$ cat src/hw/rtl/stick_direction_autorepeat_core_defines.svh
// Assertion helpers for the core RTL file.
`ifndef STICK_DIRECTION_AUTOREPEAT_CORE_DEFINES_SVH
`define STICK_DIRECTION_AUTOREPEAT_CORE_DEFINES_SVH

// Same-cycle implication, checked on every rising edge outside reset.
`define SDA_ASSERT_NOW(label, clk, rst, ante, cons) \
  label: assert property (@(posedge clk) disable iff (rst) (ante) |-> (cons)) \
    else $error("same-cycle check failed");

// Next-cycle implication, checked on every rising edge outside reset.
`define SDA_ASSERT_NEXT(label, clk, rst, ante, cons) \
  label: assert property (@(posedge clk) disable iff (rst) (ante) |=> (cons)) \
    else $error("next-cycle check failed");

`endif

$ cat src/hw/rtl/stkdir_pkg.sv
`timescale 1ns / 1ps
`default_nettype none
package stkdir_pkg;

  // Field widths
  localparam int AXIS_W     = 16;
  localparam int TICKS_W    = 16;
  localparam int DEADZONE_W = 15;
  localparam int DELAY_W    = 24;
  localparam int HELD_W     = 32;
  localparam int DIR_W      = 4;
  localparam int CFG_IDX_W  = 2;
  localparam int CFG_DATA_W = 24;

  // Stream widths, rounded up to whole bytes
  localparam int IN_TDATA_W  = 48;
  localparam int OUT_TDATA_W = 16;

  // Register reset values
  localparam logic [DEADZONE_W-1:0] DEADZONE_RST        = 15'd7849;
  localparam logic [DELAY_W-1:0]    FIRST_DELAY_RST     = 24'd500;
  localparam logic [DELAY_W-1:0]    REPEAT_INTERVAL_RST = 24'd250;

  // Numpad direction coding
  localparam logic [DIR_W-1:0] DIR_NEUTRAL = 4'd5;
  localparam logic [DIR_W-1:0] DIR_STEP_X  = 4'd1;
  localparam logic [DIR_W-1:0] DIR_STEP_Y  = 4'd3;

  // Configuration register indexes
  typedef enum logic [CFG_IDX_W-1:0] {
    CFG_DEADZONE        = 2'd0,
    CFG_FIRST_DELAY     = 2'd1,
    CFG_REPEAT_INTERVAL = 2'd2
  } cfg_reg_t;

  // One result item, last field in the lowest bits
  typedef struct packed {
    logic             down_event;
    logic             up_event;
    logic             right_event;
    logic             left_event;
    logic             down_held;
    logic             up_held;
    logic             right_held;
    logic             left_held;
    logic             press_event;
    logic [DIR_W-1:0] direction_code;
  } result_t;

endpackage
`default_nettype wire

$ cat src/hw/rtl/stick_direction_autorepeat_core.sv
`timescale 1ns / 1ps
`default_nettype none
`include "stick_direction_autorepeat_core_defines.svh"
// Stick direction decoder with typematic auto-repeat. Each input transfer carries one
// stick sample and the ticks elapsed since the previous one; each produces exactly one
// result: the numpad direction code (5 neutral), the four held flags, and a press event
// that fires on a direction change, again once the held time exceeds first_delay, then
// each time it exceeds repeat_interval. The block takes one sample per clock cycle while the
// result stream is not stalled; a result passes through the input register, then the result
// register, before it is offered. The rate is set by the held-time accumulate and threshold
// compare, a single combinational pass. Configuration writes are taken at any time but must only
// be issued while no sample is in flight.
module stick_direction_autorepeat_core (
  input  wire logic                                clk,
  input  wire logic                                rst,
  // Configuration write port
  input  wire logic                                cfg_wr_en,
  input  wire logic [stkdir_pkg::CFG_IDX_W-1:0]    cfg_index,
  input  wire logic [stkdir_pkg::CFG_DATA_W-1:0]   cfg_data,
  // Sample stream
  input  wire logic                                s_tvalid,
  output logic                                     s_tready,
  // [15:0] axis_x, [31:16] axis_y, [47:32] elapsed_ticks
  input  wire logic [stkdir_pkg::IN_TDATA_W-1:0]   s_tdata,
  // Result stream
  output logic                                     m_tvalid,
  input  wire logic                                m_tready,
  // [3:0] direction_code, [4] press_event, [5] left_held, [6] right_held,
  // [7] up_held, [8] down_held, [9] left_event, [10] right_event,
  // [11] up_event, [12] down_event, [15:13] zero
  output logic [stkdir_pkg::OUT_TDATA_W-1:0]       m_tdata
);
  import stkdir_pkg::*;

  // Configuration registers
  logic [DEADZONE_W-1:0] deadzone;
  logic [DELAY_W-1:0]    first_delay;
  logic [DELAY_W-1:0]    repeat_interval;

  // Input register
  logic                  in_valid;
  logic [AXIS_W-1:0]     axis_x;
  logic [AXIS_W-1:0]     axis_y;
  logic [TICKS_W-1:0]    elapsed_ticks;

  // Repeat state
  logic [HELD_W-1:0]     held_time;
  logic                  repeating;
  logic [DIR_W-1:0]      last_direction;

  // Result register
  result_t               result;

  // Combinational single pass
  logic                  out_load;
  logic                  x_neg, x_pos, y_neg, y_pos;
  logic [AXIS_W:0]       x_mag, y_mag;
  logic [DIR_W-1:0]      dir;
  logic [HELD_W:0]       held_sum;
  logic [HELD_W-1:0]     held_sat;
  logic [DELAY_W-1:0]    threshold;
  logic                  press;
  logic [HELD_W-1:0]     held_time_next;
  logic                  repeating_next;
  result_t               result_next;

  // Handshake: the input register drains into the result register
  assign out_load = in_valid && (!m_tvalid || m_tready);
  assign s_tready = !in_valid || out_load;

  // Configuration writes; unknown indexes are dropped
  always_ff @(posedge clk) begin
    if (rst) begin
      deadzone        <= DEADZONE_RST;
      first_delay     <= FIRST_DELAY_RST;
      repeat_interval <= REPEAT_INTERVAL_RST;
    end else if (cfg_wr_en) begin
      unique case (cfg_reg_t'(cfg_index))
        CFG_DEADZONE:        deadzone        <= cfg_data[DEADZONE_W-1:0];
        CFG_FIRST_DELAY:     first_delay     <= cfg_data[DELAY_W-1:0];
        CFG_REPEAT_INTERVAL: repeat_interval <= cfg_data[DELAY_W-1:0];
        default: ;
      endcase
    end
  end

  // Input register
  always_ff @(posedge clk) begin
    if (rst) begin
      in_valid <= 1'b0;
    end else if (s_tready) begin
      in_valid <= s_tvalid;
    end
  end

  always_ff @(posedge clk) begin
    if (s_tvalid && s_tready) begin
      axis_x        <= s_tdata[15:0];
      axis_y        <= s_tdata[31:16];
      elapsed_ticks <= s_tdata[47:32];
    end
  end

  // Deadzone test; the most negative sample has magnitude 32768
  always_comb begin
    x_mag = axis_x[AXIS_W-1] ? ((AXIS_W+1)'(1) << AXIS_W) - {1'b0, axis_x} : {1'b0, axis_x};
    y_mag = axis_y[AXIS_W-1] ? ((AXIS_W+1)'(1) << AXIS_W) - {1'b0, axis_y} : {1'b0, axis_y};
    x_neg = axis_x[AXIS_W-1]  && (x_mag > (AXIS_W+1)'(deadzone));
    x_pos = !axis_x[AXIS_W-1] && (x_mag > (AXIS_W+1)'(deadzone));
    y_neg = axis_y[AXIS_W-1]  && (y_mag > (AXIS_W+1)'(deadzone));
    y_pos = !axis_y[AXIS_W-1] && (y_mag > (AXIS_W+1)'(deadzone));
    dir = DIR_NEUTRAL
        + (x_pos ? DIR_STEP_X : '0) - (x_neg ? DIR_STEP_X : '0)
        + (y_pos ? DIR_STEP_Y : '0) - (y_neg ? DIR_STEP_Y : '0);
  end

  // Held time accumulate with saturation and repeat decision
  always_comb begin
    held_sum  = {1'b0, held_time} + (HELD_W+1)'(elapsed_ticks);
    held_sat  = held_sum[HELD_W] ? '1 : held_sum[HELD_W-1:0];
    threshold = repeating ? repeat_interval : first_delay;
    if (dir != last_direction) begin
      press          = 1'b1;
      repeating_next = 1'b0;
    end else begin
      press          = held_sat > HELD_W'(threshold);
      repeating_next = repeating || press;
    end
    held_time_next = press ? '0 : held_sat;

    result_next.direction_code = dir;
    result_next.press_event    = press;
    result_next.left_held      = x_neg;
    result_next.right_held     = x_pos;
    result_next.up_held        = y_pos;
    result_next.down_held      = y_neg;
    result_next.left_event     = press && x_neg;
    result_next.right_event    = press && x_pos;
    result_next.up_event       = press && y_pos;
    result_next.down_event     = press && y_neg;
  end

  // State advances once per sample, as the result is loaded
  always_ff @(posedge clk) begin
    if (rst) begin
      held_time      <= '0;
      repeating      <= 1'b0;
      last_direction <= DIR_NEUTRAL;
    end else if (out_load) begin
      held_time      <= held_time_next;
      repeating      <= repeating_next;
      last_direction <= dir;
    end
  end

  // Result register
  always_ff @(posedge clk) begin
    if (rst) begin
      m_tvalid <= 1'b0;
    end else if (out_load) begin
      m_tvalid <= 1'b1;
    end else if (m_tready) begin
      m_tvalid <= 1'b0;
    end
  end

  always_ff @(posedge clk) begin
    if (out_load) begin
      result <= result_next;
    end
  end

  assign m_tdata = {(OUT_TDATA_W - $bits(result_t))'(0), result};

  // Checks
  `SDA_ASSERT_NEXT(a_change_fires, clk, rst, out_load && (dir != last_direction), m_tvalid && result.press_event)
  `SDA_ASSERT_NEXT(a_event_clears_time, clk, rst, out_load && press, held_time == '0)
  `SDA_ASSERT_NOW(a_no_opposite_dirs, clk, rst, m_tvalid, !(result.left_held && result.right_held) && !(result.up_held && result.down_held))
  `SDA_ASSERT_NOW(a_dir_event_needs_press, clk, rst, m_tvalid && (result.left_event || result.right_event || result.up_event || result.down_event), result.press_event)
  `SDA_ASSERT_NOW(a_reset_neutral, clk, rst, $past(rst), last_direction == DIR_NEUTRAL && !repeating)

endmodule
`default_nettype wire

$ cat config.mk
export PLATFORM = sky130hd
export DESIGN_NAME = stick_direction_autorepeat_core
export DESIGN_NICKNAME = d
export VERILOG_FILES = /design/src/hw/rtl/stkdir_pkg.sv /design/src/hw/rtl/stick_direction_autorepeat_core.sv
export VERILOG_INCLUDE_DIRS = /design/src /design/src/hw/rtl
export SDC_FILE = /design/constraint.sdc
export NUM_CORES = 1
export LEC_CHECK = 0
export ABC_AREA = 0
export BUFFER_PORTS_ARGS = -buffer_cell sky130_fd_sc_hd__clkbuf_2
export CORE_MARGIN = 2
export CORE_UTILIZATION = 30
export CTS_CLUSTER_DIAMETER = 30
export DETAILED_ROUTE_END_ITERATION = 10
export PLACE_DENSITY = 0.5
export SETUP_SLACK_MARGIN = 0.02
export SLEW_MARGIN = 40
export SYNTH_ARGS = -nofsm -noshare
export SYNTH_HDL_FRONTEND = slang
export SYNTH_SLANG_ARGS = --single-unit
$ cat constraint.sdc
create_clock -name clk -period 4.7 [get_ports clk]
set_input_delay 0.94 -clock clk [delete_from_list [all_inputs] [get_ports clk]]
set_output_delay 0.94 -clock clk [all_outputs]
set_load 0.03 [all_outputs]
==> results.json, run 1 <==
{
  "status": "complete, but fails checks",
  "violations": "negative setup slack",
  "final_util_pct": 39.6,
  "layout_common_cells": "nand2_1, buf_4, dfxtp_1",
  "fillers": 2946,
  "synth_warnings": 0,
  "cts.root.buffer_cell": "clkbuf_16",
  "cp_data_arrival_time_ns": 5.25,
  "gp_congestion": 0.856,
  "crit_path_start_kind": "flop",
  "finalCritPeriodShare_pct": 104,
  "async_flop_share_pct": 0,
  "rows": 63,
  "vias": 7530,
  "dieWidth_um": 176,
  "core-area_sq_um": 29400,
  "clk_path_buf_depth": 2,
  "p_per_area_nw_per_um2": 336,
  "tightest_slew_ns": 0.696,
  "io_pins": 97,
  "path_clk_slew_ns": 0.07,
  "numCtsBuffers": 17,
  "n_antenna_cell": 0,
  "max_stage_delay_ns": 0.41,
  "cts.sinks": 163,
  "ys_seq_area_share_pct": 43.5,
  "hold_viol": 0,
  "multi_input_area_sq_um": 5090,
  "syn_to_final_growth_pct": 30.6,
  "synth.avg_cell_area_sq_um": 9.07,
  "setup_violations": 29,
  "grt_pass1_wl_um": 37700,
  "drt_first_iter_violations": 340,
  "placed_cell_area_sq_um": 10700,
  "max-vdd-ir-drop_uv": 265,
  "slew_violations": 0,
  "initial_core_util_pct": 30.3,
  "design_area_sq_um": 11600,
  "antenna_found_initial": 0,
  "firstDrtPassIters": 5,
  "dp_hpwl_um": 17400,
  "syn-instance-count": 982,
  "crit_path_end_kind": "flop",
  "grt_pass1_vias": 7359,
  "slew_headroom_pct": 53.6,
  "rsz0062_at_grt": "true",
  "viasPerCell": 4.76,
  "die_y_um": 176,
  "avgRoutedWirePerCell_um": 14.9,
  "drc": 0,
  "final.setup_skew_ns": 0.0194,
  "cts_hold_buffers": 0,
  "die_area_sq_um": 31100,
  "ys_types": 63,
  "layout_commonest_cell": "nand2_1",
  "whs_ns": 0.452,
  "min_period_ns": 4.90,
  "p_leak_nw": 4.79,
  "grt_max_degree": 52,
  "grt_remaining_overflow": 0,
  "portBuffers": 93,
  "antenna_left": 0,
  "dp.cells": 1541,
  "syn_area_sq_um": 8910,
  "drv_cap": 0,
  "htree_levels": 4,
  "min_path_type": "flop to flop",
  "ys.flop_type": "dfxtp_1",
  "grtUsageTotal_pct": 15.4,
  "power.total_w": 0.00390,
  "final_nets": 1334,
  "synth_seq_cells": 163,
  "worst-endpoint-required_ns": 5.05,
  "synth_edf_count": 61,
  "cts_tree": "done",
  "crit_fanout": 6,
  "critPathSlowestCell": "edfxtp_1",
  "layout_setup_ws_ns": -0.199,
  "wl_um": 23500,
  "regArea_sq_um": 3870,
  "path_class": "flop to flop",
  "drive_gt1_share_pct": 28.0,
  "clk_latency_ns": 0.45,
  "fmax_mhz": 204,
  "instances_no_fill": 1583,
  "reg2reg_slack_ns": -0.20,
  "crit_chain": "nor4_2, nand2_1, or3_4, o21ai_2, xnor2_1, ha_1, nand4_1, or2_2, o32a_1, o41ai_2, buf_4, o21ai_1, and2_4, xor2_2, ha_4, ha_4, xor2_2, nor3_2, nand2_1, mux2i_2, nand3_4, buf_6, buf_12, o31ai_2"
}
## synthesized netlist by cell type, types with 12 or more instances
library cell | n | area share (%)
nor2_1 | 30 | 1.3
o211ai_1 | 12 | 1.0
and3_1 | 15 | 1.1
a21oi_1 | 85 | 4.8
nand3_1 | 32 | 1.8
ha_1 | 74 | 10
edfxtp_1 | 61 | 21
mux2i_1 | 28 | 3.1
o21ai_0 | 41 | 2.3
nand4_1 | 18 | 1.3
inv_1 | 24 | 1.0
nand2_1 | 234 | 9.9
dfxtp_1 | 102 | 23
clkbuf_1 | 36 | 1.5
xnor2_1 | 38 | 3.7
## worst max-delay path, delay by kind of cell, from the launching register on
family,cells,cell delay [ns]
simple gates,9,1.90
compound gates,5,0.82
fa+ha+maj,3,0.63
buf+inv,3,0.44
flops,1,0.41
xor+xnor,3,0.38
mux,1,0.23
## final cells by class
cell class                 instances  area share [%]
multi-input combinational        754            43.8
sequential                       163            33.3
timing repair buffer             220            12.8
tap                              390            4.20
clock buffer                      18            3.69
clock inverter                    14            1.47
inverter                          24           0.775
## state kept, by name, indices dropped and copies added (netlist names)
| register | flops |
|---|---|
| axis_x | 16 |
| axis_y | 16 |
| deadzone | 15 |
| elapsed_ticks | 16 |
| first_delay | 24 |
| held_time | 32 |
| in_valid | 1 |
| last_direction | 4 |
| m_tdata | 13 |
| m_tvalid | 1 |
| repeat_interval | 24 |
| repeating | 1 |
## what timing repair did
item,4_1_cts,5_1_grt
cloned,0,3
pin swaps,6,42
setup buffers,1,6
endpoints found under the setup margin,30,30
gates resized for setup,12,63
## where the power goes
group	total, W	switching (W)	internal, W
logic	0.000869	0.000454	0.000414
clock network	0.00145	0.000652	0.000803
registers	0.00158	0.0000370	0.00154
## path summary, 6_finish.rpt
path                                    from            to  cells after the start
worst min register to register  held_time[9]  held_time[9]                      2
worst max register to register     axis_x[3]  held_time[0]                     24
worst max-delay path               axis_x[3]  held_time[0]                     24
worst min-delay path            held_time[9]  held_time[9]                      2
## stage by stage
step	TNS, ns	worst slack, ns
floorplan	-0.247	-0.0497
global placement	-6.70	-0.299
detailed placement	-9.10	-0.384
CTS	-4.46	-0.225
global route	-10.80	-0.454
finish	-3.35	-0.199
## kinds of logic (layout without fill, tap and decap cells)
family / Yosys count / count (layout) / share of synthesized area [%]
AOI/OAI and AO/OA: 209 / 209 / 14.7
xor gates and xnor gates: 47 / 47 / 4.62
adders and majority gates: 75 / 75 / 10.6
buffers and inverters: 67 / 276 / 3.22
DFF: 163 / 163 / 43.5
muxes: 30 / 30 / 3.40
other: 1 / 3 / 0.0421
and+or+nand+nor: 390 / 390 / 20.0
## layer usage
metal,vias to the layer above,track usage [%],share of wire [%]
met2,107,26.3,48
met1,3519,20.0,47
li1,3881,-,-
met4,0,4.58,1.7
met3,23,2.69,3.0
met5,-,0,0
Power figures use the tool's default switching activity.
==> run 2: changes to the inputs <==
Settings changed: CORE_MARGIN 2 to not set, MAX_ROUTING_LAYER set to met4.
Clock period 4.7 ns to 4.3 ns, I/O delays scaled along.
==> run 2 against run 1 <==
  * The flow still finishes with violations (negative setup slack)
  * Clock skew down 0.0056 ns
  * Count of clock-buffer cells in the layout decreased by 1
  * Non-clock buffer count grew 25
  * Sequential power is 9% higher
  * Combinational power up 11%
  * Register-to-register slack worse by 0.50 ns
  * Largest cell class unchanged
  * First-iteration DRC count down 3.8%
  * Worst hold slack gained 0.0027 ns
  * Die area down 2.3%
  * Cell count is 1.2% higher
  * Maximum frequency decreased by 1.9%
  * Utilization up 1.0 points
==> results.json, run 2 (synthesis gave the netlist of run 1 again) <==
{
  "status": "complete, but fails checks",
  "violations": "negative setup slack",
  "dieWidth_um": 174,
  "hold_end": "deadzone[13]",
  "drt_first_iter_violations": 327,
  "layout_commonest_cell": "nand2_1",
  "layout_common_cells": "nand2_1, buf_4, dfxtp_1",
  "htree_levels": 4,
  "p_leak_nw": 4.91,
  "slew_violations": 0,
  "initial_core_util_pct": 30.8,
  "finalCritPeriodShare_pct": 116,
  "clk_path_buf_depth": 2,
  "whs_path_depth": 2,
  "hold_viol": 0,
  "viasPerCell": 4.76,
  "largest_registers": "held_time x32, first_delay x24, repeat_interval x24",
  "power.total_w": 0.00424,
  "grt_max_degree": 51,
  "n_antenna_cell": 0,
  "min_path_type": "flop to flop",
  "setup_violations": 30,
  "dp_hpwl_um": 18200,
  "crit_path_start": "axis_y[3]",
  "avgRoutedWirePerCell_um": 14.8,
  "hold_path.startpoint": "deadzone[13]",
  "grt_pass1_vias": 7440,
  "cts_hold_buffers": 0,
  "cts.sinks": 163,
  "vias": 7621,
  "wl_um": 23800,
  "largest_register": "held_time",
  "slew_headroom_pct": 45.9,
  "io_pins": 97,
  "min_period_ns": 5.00,
  "path_class": "flop to flop",
  "crit_fanout": 7,
  "layout_setup_ws_ns": -0.695,
  "drive_gt1_share_pct": 27.5,
  "grt_pass1_wl_um": 38400,
  "final_nets": 1359,
  "rows": 62,
  "p_per_area_nw_per_um2": 361,
  "final_util_pct": 40.6,
  "die_y_um": 174,
  "drc": 0,
  "r2r_end": "m_tdata[4]",
  "core-area_sq_um": 28900,
  "fmax_mhz": 200,
  "worst-endpoint-required_ns": 4.48,
  "reg2reg_from": "axis_y[3]",
  "cts.root.buffer_cell": "clkbuf_16",
  "portBuffers": 93,
  "reg2reg_slack_ns": -0.70,
  "crit_path_end_kind": "flop",
  "antenna_left": 0,
  "syn_to_final_growth_pct": 31.8,
  "rsz0062_at_grt": "true",
  "largest_reg_flops": 32,
  "path_clk_slew_ns": 0.07,
  "antenna_found_initial": 0,
  "clk_latency_ns": 0.44,
  "firstDrtPassIters": 5,
  "grtUsageTotal_pct": 16.6,
  "die_area_sq_um": 30400,
  "final.setup_skew_ns": 0.0138,
  "cp_data_arrival_time_ns": 5.18,
  "max-vdd-ir-drop_uv": 353,
  "reg2reg_depth": 21,
  "tightest_slew_ns": 0.811,
  "gp_congestion": 0.824,
  "crit_path_start_kind": "flop",
  "drv_cap": 0,
  "cts_tree": "done",
  "place_ws_ns": -0.978,
  "grt_remaining_overflow": 0,
  "numCtsBuffers": 17
}
## run 2: cell types whose count changed in the layout (fill, tap and decap cells not counted), sizes merged
cell	change
clkinvlp	+1
inv	-1
bufbuf	+1
clkbuf	-3
clkinv	+1
buf	+26
## run 2: metrics by stage
step                      area, sq um  hold slack [ns]  std cells  setup TNS, ns
after global routing            11700            0.475       1602         -28.10
final                           11700            0.455       1602         -19.09
after CTS                       11600            0.456       1598         -19.60
after detailed placement        10900            0.447       1561         -26.57
after floorplan                  9010            0.429        984          -9.85
after global placement          10900            0.439       1557         -24.06
## run 2: final cells by class
type,instances,area (sq um)
multi-input cells,754,5000
repair buffers,245,1700
flip-flops and latches,163,3870
fillers,2904,17200
clock inverters,15,169
well taps,384,480
inverters,24,90.1
clock buffers,17,425
## run 2: worst max-delay path: stages, from the launching register on
cell       delay [ns]
edfxtp_1         0.42
nor4_4           0.30
nand2b_1         0.11
or4_4            0.43
or2_4            0.27
o41ai_4          0.21
xnor2_1          0.15
ha_2             0.20
a211o_1          0.33
a2111oi_4        0.38
o22ai_4          0.16
and2_4           0.19
nor2_2           0.09
ha_2             0.19
ha_4             0.20
xor2_2           0.14
nor3_2           0.20
nand2b_1         0.12
mux2i_4          0.20
nand3_4          0.13
buf_4            0.16
buf_12           0.14
## run 2: worst max-delay path by stage
stage / cells past startpoint / to / slack (ns)
2_1_floorplan: 23 / m_tdata[10] / -0.45
5_1_grt: 23 / m_tdata[4] / -0.98
3_5_place_dp: 21 / held_time[0] / -0.98
6_report: 21 / m_tdata[4] / -0.70
3_3_place_gp: 21 / held_time[0] / -0.89
4_1_cts: 22 / held_time[10] / -0.73
## run 2: where the power goes
group / leakage [nW] / switching, W / total [W] / internal [W]
clock network: 0.279 / 0.000680 / 0.00155 / 0.000868
registers: 1.42 / 0.0000380 / 0.00173 / 0.00169
logic: 3.21 / 0.000493 / 0.000963 / 0.000470
total: 4.91 / 0.00121 / 0.00424 / 0.00303
## run 2: per-layer routing
layer | vias up | share of wire, % | wire (um) | global-route usage (%)
met5 | - | 0 | 0 | -
met4 | 0 | 1.3 | 309 | 4.24
met3 | 22 | 2.7 | 640 | 2.80
met2 | 116 | 47 | 11200 | 27.4
met1 | 3541 | 49 | 11600 | 20.9
li1 | 3942 | - | - | -
## run 2: what timing repair did
action                                 in CTS  in global routing
resized for setup                          21                 21
buffers inserted                            3                  4
endpoints found under the hold margin       0                  0
pin swaps                                  17                  9
gates cloned                                2                  0
setup endpoints to repair                  30                 32
